[src/rtl/llss_pkg.sv]
// Package for the least-loaded latency server select block.
// Holds default sizes, register indexes, the controller state type and the
// command and status structs shared by the controller and the datapath.
package llss_pkg;

	localparam int DEF_NUM_SERVERS = 8;
	localparam int DEF_NUM_ISPS    = 4;
	localparam int DEF_COUNT_WIDTH = 16;

	localparam int LAT_W     = 8;
	localparam int WEIGHT_W  = LAT_W + 1;
	localparam int ISP_W     = 2;
	localparam int SIDX_W    = 3;
	localparam int MAP_W     = 16;
	localparam int MAP_SERVERS = MAP_W / ISP_W;
	localparam int CFG_IDX_W  = 2;
	localparam int CFG_DATA_W = 64;

	localparam logic [CFG_IDX_W-1:0] REG_LAT_ROWS_LOW  = 2'd0;
	localparam logic [CFG_IDX_W-1:0] REG_LAT_ROWS_HIGH = 2'd1;
	localparam logic [CFG_IDX_W-1:0] REG_SERVER_MAP    = 2'd2;

	localparam logic OP_QUERY = 1'b0;
	localparam logic OP_CLEAR = 1'b1;

	typedef enum logic [1:0] {
		ST_IDLE,
		ST_MAX,
		ST_MIN,
		ST_UPD
	} state_t;

	typedef struct packed {
		logic load;
		logic clear;
		logic max_step;
		logic min_step;
		logic update;
	} cmd_t;

	typedef struct packed {
		logic idx_last;
		logic out_free;
	} status_t;

endpackage

[src/rtl/llss_ctrl.sv]
// Controller for the server select block: sequences the peak scan, the
// weight scan and the counter update. Depends on llss_pkg.
module llss_ctrl
	import llss_pkg::*;
(
	input  logic    clk,
	input  logic    arst_n,
	input  logic    in_valid,
	input  logic    in_op,
	output logic    in_ready,
	input  status_t status,
	output cmd_t    cmd
);

	state_t state_q, state_d;

	always_ff @(posedge clk or negedge arst_n) begin
		if (!arst_n) begin
			state_q <= ST_IDLE;
		end else begin
			state_q <= state_d;
		end
	end

	always_comb begin
		state_d = state_q;
		case (state_q)
			ST_IDLE: begin
				if (in_valid && in_op == OP_QUERY) state_d = ST_MAX;
			end
			ST_MAX: begin
				if (status.idx_last) state_d = ST_MIN;
			end
			ST_MIN: begin
				if (status.idx_last) state_d = ST_UPD;
			end
			ST_UPD: begin
				if (status.out_free) state_d = ST_IDLE;
			end
			default: state_d = ST_IDLE;
		endcase
	end

	always_comb begin
		in_ready = 1'b0;
		cmd      = '0;
		case (state_q)
			ST_IDLE: begin
				in_ready = 1'b1;
				if (in_valid) begin
					if (in_op == OP_CLEAR) cmd.clear = 1'b1;
					else cmd.load = 1'b1;
				end
			end
			ST_MAX:  cmd.max_step = 1'b1;
			ST_MIN:  cmd.min_step = 1'b1;
			ST_UPD:  cmd.update   = status.out_free;
			default: cmd = '0;
		endcase
	end

endmodule

[src/rtl/llss_datapath.sv]
// Datapath for the server select block: configuration registers, query
// counters, scan index, peak and best-weight registers, output register.
// Depends on llss_pkg.
module llss_datapath
	import llss_pkg::*;
#(
	parameter int NUM_SERVERS = DEF_NUM_SERVERS,
	parameter int NUM_ISPS    = DEF_NUM_ISPS,
	parameter int COUNT_WIDTH = DEF_COUNT_WIDTH
) (
	input  logic                  clk,
	input  logic                  arst_n,
	input  logic                  wr_en,
	input  logic [CFG_IDX_W-1:0]  wr_index,
	input  logic [CFG_DATA_W-1:0] wr_data,
	input  logic [ISP_W-1:0]      client_isp,
	input  cmd_t                  cmd,
	output status_t               status,
	input  logic                  out_ready,
	output logic                  out_valid,
	output logic [SIDX_W-1:0]     server_index
);

	localparam int IW = (NUM_SERVERS > 2) ? $clog2(NUM_SERVERS) : 1;
	localparam int XW = 7;

	logic [CFG_DATA_W-1:0]  lat_low_q, lat_high_q;
	logic [MAP_W-1:0]       map_q;
	logic [COUNT_WIDTH-1:0] counts_q [NUM_SERVERS];
	logic [IW-1:0]          idx_q, best_idx_q, rd_addr;
	logic [COUNT_WIDTH-1:0] peak_q, rd_data;
	logic [WEIGHT_W-1:0]    best_w_q, weight;
	logic [ISP_W-1:0]       cisp_q, cisp_clamped, sisp_raw, sisp;
	logic [XW-1:0]          idx_ext;
	logic [LAT_W-1:0]       lat;
	logic [CFG_DATA_W-1:0]  row_word;
	logic                   idx_last, load_hit, out_valid_q;
	logic [SIDX_W-1:0]      server_index_q;

	always_ff @(posedge clk or negedge arst_n) begin
		if (!arst_n) begin
			lat_low_q  <= '0;
			lat_high_q <= '0;
			map_q      <= '0;
		end else if (wr_en) begin
			case (wr_index)
				REG_LAT_ROWS_LOW:  lat_low_q  <= wr_data;
				REG_LAT_ROWS_HIGH: lat_high_q <= wr_data;
				REG_SERVER_MAP:    map_q      <= wr_data[MAP_W-1:0];
				default: ;
			endcase
		end
	end

	// clamp ISP numbers the table does not cover
	always_comb begin
		if ({1'b0, client_isp} >= 3'(NUM_ISPS)) cisp_clamped = ISP_W'(NUM_ISPS - 1);
		else cisp_clamped = client_isp;
	end

	assign idx_last = (idx_q == IW'(NUM_SERVERS - 1));
	assign rd_addr  = cmd.update ? best_idx_q : idx_q;
	assign rd_data  = counts_q[rd_addr];

	// servers past the map sit on ISP 0
	always_comb begin
		idx_ext = XW'(idx_q);
		if (idx_ext < XW'(MAP_SERVERS)) sisp_raw = map_q[{idx_ext[2:0], 1'b0} +: ISP_W];
		else sisp_raw = '0;
		if ({1'b0, sisp_raw} >= 3'(NUM_ISPS)) sisp = ISP_W'(NUM_ISPS - 1);
		else sisp = sisp_raw;
	end

	assign row_word = cisp_q[1] ? lat_high_q : lat_low_q;
	assign lat      = row_word[{cisp_q[0], sisp, 3'b000} +: LAT_W];
	assign load_hit = (peak_q != '0) && (rd_data == peak_q);
	assign weight   = {1'b0, lat} + WEIGHT_W'(load_hit);

	always_ff @(posedge clk or negedge arst_n) begin
		if (!arst_n) begin
			for (int i = 0; i < NUM_SERVERS; i++) counts_q[i] <= '0;
		end else if (cmd.clear) begin
			for (int i = 0; i < NUM_SERVERS; i++) counts_q[i] <= '0;
		end else if (cmd.update && rd_data != '1) begin
			counts_q[best_idx_q] <= rd_data + COUNT_WIDTH'(1);
		end
	end

	always_ff @(posedge clk or negedge arst_n) begin
		if (!arst_n) begin
			idx_q <= '0;
		end else if (cmd.load) begin
			idx_q <= '0;
		end else if (cmd.max_step || cmd.min_step) begin
			idx_q <= idx_last ? '0 : idx_q + IW'(1);
		end
	end

	always_ff @(posedge clk) begin
		if (cmd.load) begin
			cisp_q <= cisp_clamped;
			peak_q <= '0;
		end else if (cmd.max_step && rd_data > peak_q) begin
			peak_q <= rd_data;
		end
		// first server seeds the running best, later ones replace on a strict win
		if (cmd.min_step && (idx_q == '0 || weight < best_w_q)) begin
			best_w_q   <= weight;
			best_idx_q <= idx_q;
		end
	end

	always_ff @(posedge clk or negedge arst_n) begin
		if (!arst_n) begin
			out_valid_q <= 1'b0;
		end else if (cmd.update) begin
			out_valid_q <= 1'b1;
		end else if (out_ready) begin
			out_valid_q <= 1'b0;
		end
	end

	always_ff @(posedge clk) begin
		if (cmd.update) server_index_q <= SIDX_W'(best_idx_q);
	end

	assign status.idx_last = idx_last;
	assign status.out_free = !out_valid_q || out_ready;
	assign out_valid       = out_valid_q;
	assign server_index    = server_index_q;

endmodule

[src/rtl/least_loaded_latency_server_select.sv]
// Least-loaded latency server select, top level. Depends on llss_pkg,
// llss_ctrl and llss_datapath.
// A query beat is taken, then a peak scan and a weight scan run over the
// counters one server a cycle through the single counter read port, and then
// the update runs once the output register is free; the result appears
// in the output register the cycle after. A clear beat zeroes every counter.
// Reset clears the counters, the configuration registers and the controller.
module least_loaded_latency_server_select
	import llss_pkg::*;
#(
	parameter int NUM_SERVERS = DEF_NUM_SERVERS,
	parameter int NUM_ISPS    = DEF_NUM_ISPS,
	parameter int COUNT_WIDTH = DEF_COUNT_WIDTH
) (
	input  logic                  clk,
	input  logic                  arst_n,
	input  logic                  s_axis_tvalid,
	output logic                  s_axis_tready,
	input  logic [7:0]            s_axis_tdata,  // [1:0] client_isp
	input  logic                  s_axis_tuser,  // [0] op
	output logic                  m_axis_tvalid,
	input  logic                  m_axis_tready,
	output logic [7:0]            m_axis_tdata,  // [2:0] server_index
	input  logic                  wr_en,
	input  logic [CFG_IDX_W-1:0]  wr_index,
	input  logic [CFG_DATA_W-1:0] wr_data
);

	cmd_t              cmd;
	status_t           status;
	logic [SIDX_W-1:0] server_index;

	llss_ctrl u_ctrl (
		.clk      (clk),
		.arst_n   (arst_n),
		.in_valid (s_axis_tvalid),
		.in_op    (s_axis_tuser),
		.in_ready (s_axis_tready),
		.status   (status),
		.cmd      (cmd)
	);

	llss_datapath #(
		.NUM_SERVERS (NUM_SERVERS),
		.NUM_ISPS    (NUM_ISPS),
		.COUNT_WIDTH (COUNT_WIDTH)
	) u_datapath (
		.clk          (clk),
		.arst_n       (arst_n),
		.wr_en        (wr_en),
		.wr_index     (wr_index),
		.wr_data      (wr_data),
		.client_isp   (s_axis_tdata[ISP_W-1:0]),
		.cmd          (cmd),
		.status       (status),
		.out_ready    (m_axis_tready),
		.out_valid    (m_axis_tvalid),
		.server_index (server_index)
	);

	assign m_axis_tdata = {5'b0, server_index};

	// a query keeps the input side closed while it works
	assert property (@(posedge clk) disable iff (!arst_n)
		s_axis_tvalid && s_axis_tready && s_axis_tuser == OP_QUERY |=> !s_axis_tready)
		else $error("input taken while a query is in progress");

	// a query leaves a result waiting at the end of its run
	assert property (@(posedge clk) disable iff (!arst_n)
		s_axis_tvalid && s_axis_tready && s_axis_tuser == OP_QUERY
		|-> ##(2*NUM_SERVERS+2) m_axis_tvalid)
		else $error("query finished without a result beat");

	// a clear beat leaves the input side open
	assert property (@(posedge clk) disable iff (!arst_n)
		s_axis_tvalid && s_axis_tready && s_axis_tuser == OP_CLEAR |=> s_axis_tready)
		else $error("clear beat stalled the input");

endmodule
[config.mk]
export PLATFORM = sky130hd
export DESIGN_NAME = least_loaded_latency_server_select
export DESIGN_NICKNAME = d
export VERILOG_FILES = /design/src/rtl/llss_pkg.sv /design/src/rtl/llss_ctrl.sv /design/src/rtl/llss_datapath.sv /design/src/rtl/least_loaded_latency_server_select.sv
export SDC_FILE = /design/constraint.sdc
export NUM_CORES = 1
export LEC_CHECK = 0
export ABC_AREA = 1
export BUFFER_PORTS_ARGS = -buffer_cell sky130_fd_sc_hd__buf_2
export CAP_MARGIN = 40
export CORE_MARGIN = 3
export CORE_UTILIZATION = 35
export DETAILED_ROUTE_END_ITERATION = 8
export GPL_ROUTABILITY_DRIVEN = 0
export PLACE_DENSITY = 0.63
export SYNTH_ARGS = -nofsm -noshare
export SYNTH_HDL_FRONTEND = slang
export SYNTH_SLANG_ARGS = --single-unit
[constraint.sdc]
create_clock -name clk -period 4.9 [get_ports clk]
set_clock_uncertainty 0.1 [all_clocks]
set_input_delay 0.49 -clock clk [delete_from_list [all_inputs] [get_ports clk]]
set_output_delay 0.49 -clock clk [all_outputs]
set_load 0.005 [all_outputs]
==> impl_metrics.py <==
metrics = {
    "outcome": {
        "outcome": "complete, no violations",
    },
    "yosys": {
        "yosysWarnings": 0,
        "yosys.area.top_type": "dfrtp_1",
        "netlist_top_cells_count": "nand2_1, nand3_1, dfrtp_1",
        "synth_top_area_share_pct": 42.7,
        "syn_inst": 2102,
        "yosysUniqueCellTypes": 44,
        "yosys.cell_count.top_type": "nand2_1",
        "netlist_area_um2": 16300,
        "ys_top_cells_by_area": "dfrtp_1, nand2_1, nand3_1",
        "synthArstFlopShare_pct": 89.4,
        "ys_ff_latch": 311,
        "synth_flop_cell": "dfrtp_1",
        "synth_edf_count": 17,
        "syn_avg_cell_area_um2": 7.75,
        "yosysSeqAreaShare_pct": 47.8,
    },
    "worst_setup_path": {
        "worstSetupEndpointType": "flip-flop",
        "critPathArrivalTime_ns": 4.97,
        "critPathMaxFanout": 8,
        "worstSetupPathType": "flip-flop to flip-flop",
        "reg2regPathDepth": 25,
        "cp.required_ns": 5.04,
        "startpoint_type": "flip-flop",
    },
    "cells_and_area": {
        "drive_gt1_share_pct": 18.7,
        "fill_cells": 4467,
        "fin_nets": 2337,
        "area_delta_synth_final_pct": 23.8,
        "antenna_cells": 0,
        "utilization_pct": 44.2,
        "final_area_um2": 20200,
    },
    "global_route": {
        "grt_max_degree": 118,
        "grt_usage_pct": 18.9,
        "first_global_vias": 14300,
        "antenna_found_initial": 0,
        "top_usage_layer": "met2",
        "grt_use_met3_pct": 2.79,
        "grtUsageMet2_pct": 31.6,
        "use_met1_pct": 25.6,
        "grt_pass1_wl_mm": 76.4,
        "grt_overflow_total": 0,
    },
    "power": {
        "intPower_uw": 8100,
        "seqPwrFrac_pct": 25.5,
        "power_per_cell_area_nw_per_um2": 736,
        "p_clk_share_pct": 17.4,
        "p_leak_uw": 0.0101,
        "power_uw": 14800,
        "ir_drop_v": 0.000305,
        "comb_power_share_pct": 57.1,
        "switching_share_pct": 45.4,
        "power.switching_uw": 6730,
    },
    "detailed_routing": {
        "drt-initial-drc-count": 1481,
        "wl_per_cell_um": 17.6,
        "via_per_inst": 5.28,
        "antenna_left": 0,
        "first_pass_iters": 7,
        "drt_wl_total_mm": 50.3,
        "drc_errors": 0,
        "vias": 15000,
    },
    "place": {
        "io_buffers": 78,
        "placed_area_um2": 17800,
        "hpwl_mm": 30.9,
    },
    "floorplan": {
        "initial_utilization_pct": 35.7,
        "row_count": 78,
        "io_pins": 90,
        "die_x_um": 222,
        "die_area_um2": 49200,
        "die_height_um": 222,
        "core_um2": 45700,
    },
    "sta": {
        "fin_hold_ws_ns": 0.0425,
        "fin_crit_ns": 4.83,
        "setup_viol": 0,
        "finalCritPeriodShare_pct": 98.6,
        "fin_setup_tns_ns": 0,
        "tightest_slew_ns": 0.929,
        "slew_headroom_pct": 38.1,
        "slew_viol_final": 0,
        "rsz0062_at_grt": "true",
        "fmax_ghz": 0.207,
        "hold_violations": 0,
    },
    "cts": {
        "clock-sinks": 311,
        "numCtsBuffers": 35,
        "cts_tree": "done",
        "h-tree-depth": 2,
        "cts_root_buf": "clkbuf_16",
        "clk_pin_slew_worst_paths_ns": 0.06,
        "clock_path_buffers": 3,
        "clk-insertion-delay-late_ns": 0.53,
    },
    "hold_path": {
        "hold_path_depth": 1,
        "hold_class": "input port to flip-flop",
    },
    "job": {
        "timing.max_cap.violations": 0,
    },
}
## cells in the final DEF (no fill, tap or decap), types with 11 or more instances in the layout
cell type	n
nand2_1	687
nand3_1	302
dfrtp_1	278
o21ai_0	178
inv_1	135
buf_4	83
nor2_1	77
buf_2	77
nand3_2	59
clkbuf_16	45
a21oi_1	31
nand2_2	30
mux2i_1	27
ha_1	18
buf_12	17
edfxtp_1	17
ha_4	16
dfxtp_1	16
nand2_4	14
nand4_1	13
clkbuf_1	12
nand3_4	11
## state kept, by name (all words and copies together) (netlist names)
signal and flops:
u_ctrl.state_q 2, u_datapath.best_w_q 9, u_datapath.counts_q 128, u_datapath.server_index 3
u_datapath.out_valid 1, u_datapath.lat_high_q 64, u_datapath.idx_q 3, u_datapath.cisp_q 2
u_datapath.map_q 16, u_datapath.peak_q 16, u_datapath.lat_low_q 64, u_datapath.best_idx_q 3
## final cells by class
| cell class | count | area (µm²) | area share [%] |
|---|---|---|---|
| multi-input combinational | 1530 | 8170 | 40.5 |
| timing repair buffer | 201 | 1790 | 8.89 |
| sequential | 311 | 7790 | 38.6 |
| tap | 600 | 751 | 3.72 |
| clock inverter | 9 | 85.1 | 0.422 |
| inverter | 144 | 553 | 2.74 |
| clock buffer | 54 | 1030 | 5.10 |
## cells by family (layout without fill, tap and decap cells)
| group | after synthesis | count (layout) | share of synthesized area (%) |
|---|---|---|---|
| AND/OR/NAND/NOR | 1224 | 1225 | 33.0 |
| XOR/XNOR | 4 | 4 | 0.215 |
| buffers and inverters | 266 | 408 | 6.94 |
| AO/OA/AOI/OAI | 235 | 235 | 7.73 |
| adder cells (fa/ha/maj) | 34 | 34 | 2.61 |
| other | 1 | 5 | 0.0230 |
| flip-flops | 311 | 311 | 47.8 |
| multiplexers | 27 | 27 | 1.66 |
## worst paths after layout
check                                                   start  slack, ns                                    to
setup / recovery                u_ctrl.state_q[1]$_DFFE_PN0P_       0.07      u_datapath.best_w_q[8]$_DFFE_PP_
hold / removal                                s_axis_tdata[0]       0.04        u_datapath.cisp_q[0]$_DFFE_PP_
setup reg to reg                u_ctrl.state_q[1]$_DFFE_PN0P_       0.07      u_datapath.best_w_q[8]$_DFFE_PP_
hold reg to reg            u_datapath.peak_q[15]$_SDFFE_PP0P_       0.38    u_datapath.peak_q[15]$_SDFFE_PP0P_
max in group asynchronous                              arst_n       2.94   u_datapath.counts_q[65]$_DFFE_PN0P_
min in group asynchronous                              arst_n       0.48  u_datapath.counts_q[125]$_DFFE_PN0P_
## critical path, stage by stage (launching register included)
cell,delay [ns]
dfrtp_1,0.40
ha_4,0.21
nand2_8,0.11
o21ai_4,0.30
buf_12,0.15
clkbuf_16,0.15
nand3_1,0.17
nand3_2,0.15
nand2_4,0.09
ha_1,0.29
nand2_1,0.07
nor2_2,0.13
nand3_2,0.09
a41oi_2,0.19
buf_6,0.15
ha_4,0.14
nand3_4,0.10
buf_4,0.17
xor2_2,0.16
ha_1,0.31
a21oi_1,0.14
o21ai_1,0.09
nand2_1,0.10
o2111ai_2,0.14
a21boi_2,0.27
buf_6,0.17
## power groups by stage
stage / sequential [µW] / combinational (µW) / clock (µW)
6_report: 3790 / 8470 / 2580
5_1_grt: 3860 / 9230 / 2740
4_1_cts: 3770 / 6830 / 2630
3_5_place_dp: 3800 / 6790 / 0
3_3_place_gp: 3770 / 6650 / 0
2_1_floorplan: 3710 / 4320 / 0
## layer usage
metal  up-vias  wire length [µm]  share of wire [%]
met4         0              1560                3.1
met3       115              3260                6.5
met1      7251             21500                 43
met5         -                 0                  0
met2       569             23900                 48
li1       7107                 -                  -
## timing repair
item                                    CTS  global route
cloned                                    0            11
resized for setup                         5           152
setup buffers                             0            19
endpoints found under the setup margin   12            12
pin swaps                                 0            41
hold buffers                              1             0
hold endpoints to repair                 35             0
## metrics by stage
step,instances,setup slack [ns]
2_1_floorplan,2106,0.0343
3_3_place_gp,2752,-0.129
3_5_place_dp,2755,-0.205
4_1_cts,2819,0.0178
5_1_grt,2849,-0.107
6_report,2849,0.0699
(Power assumes the default switching activity.)
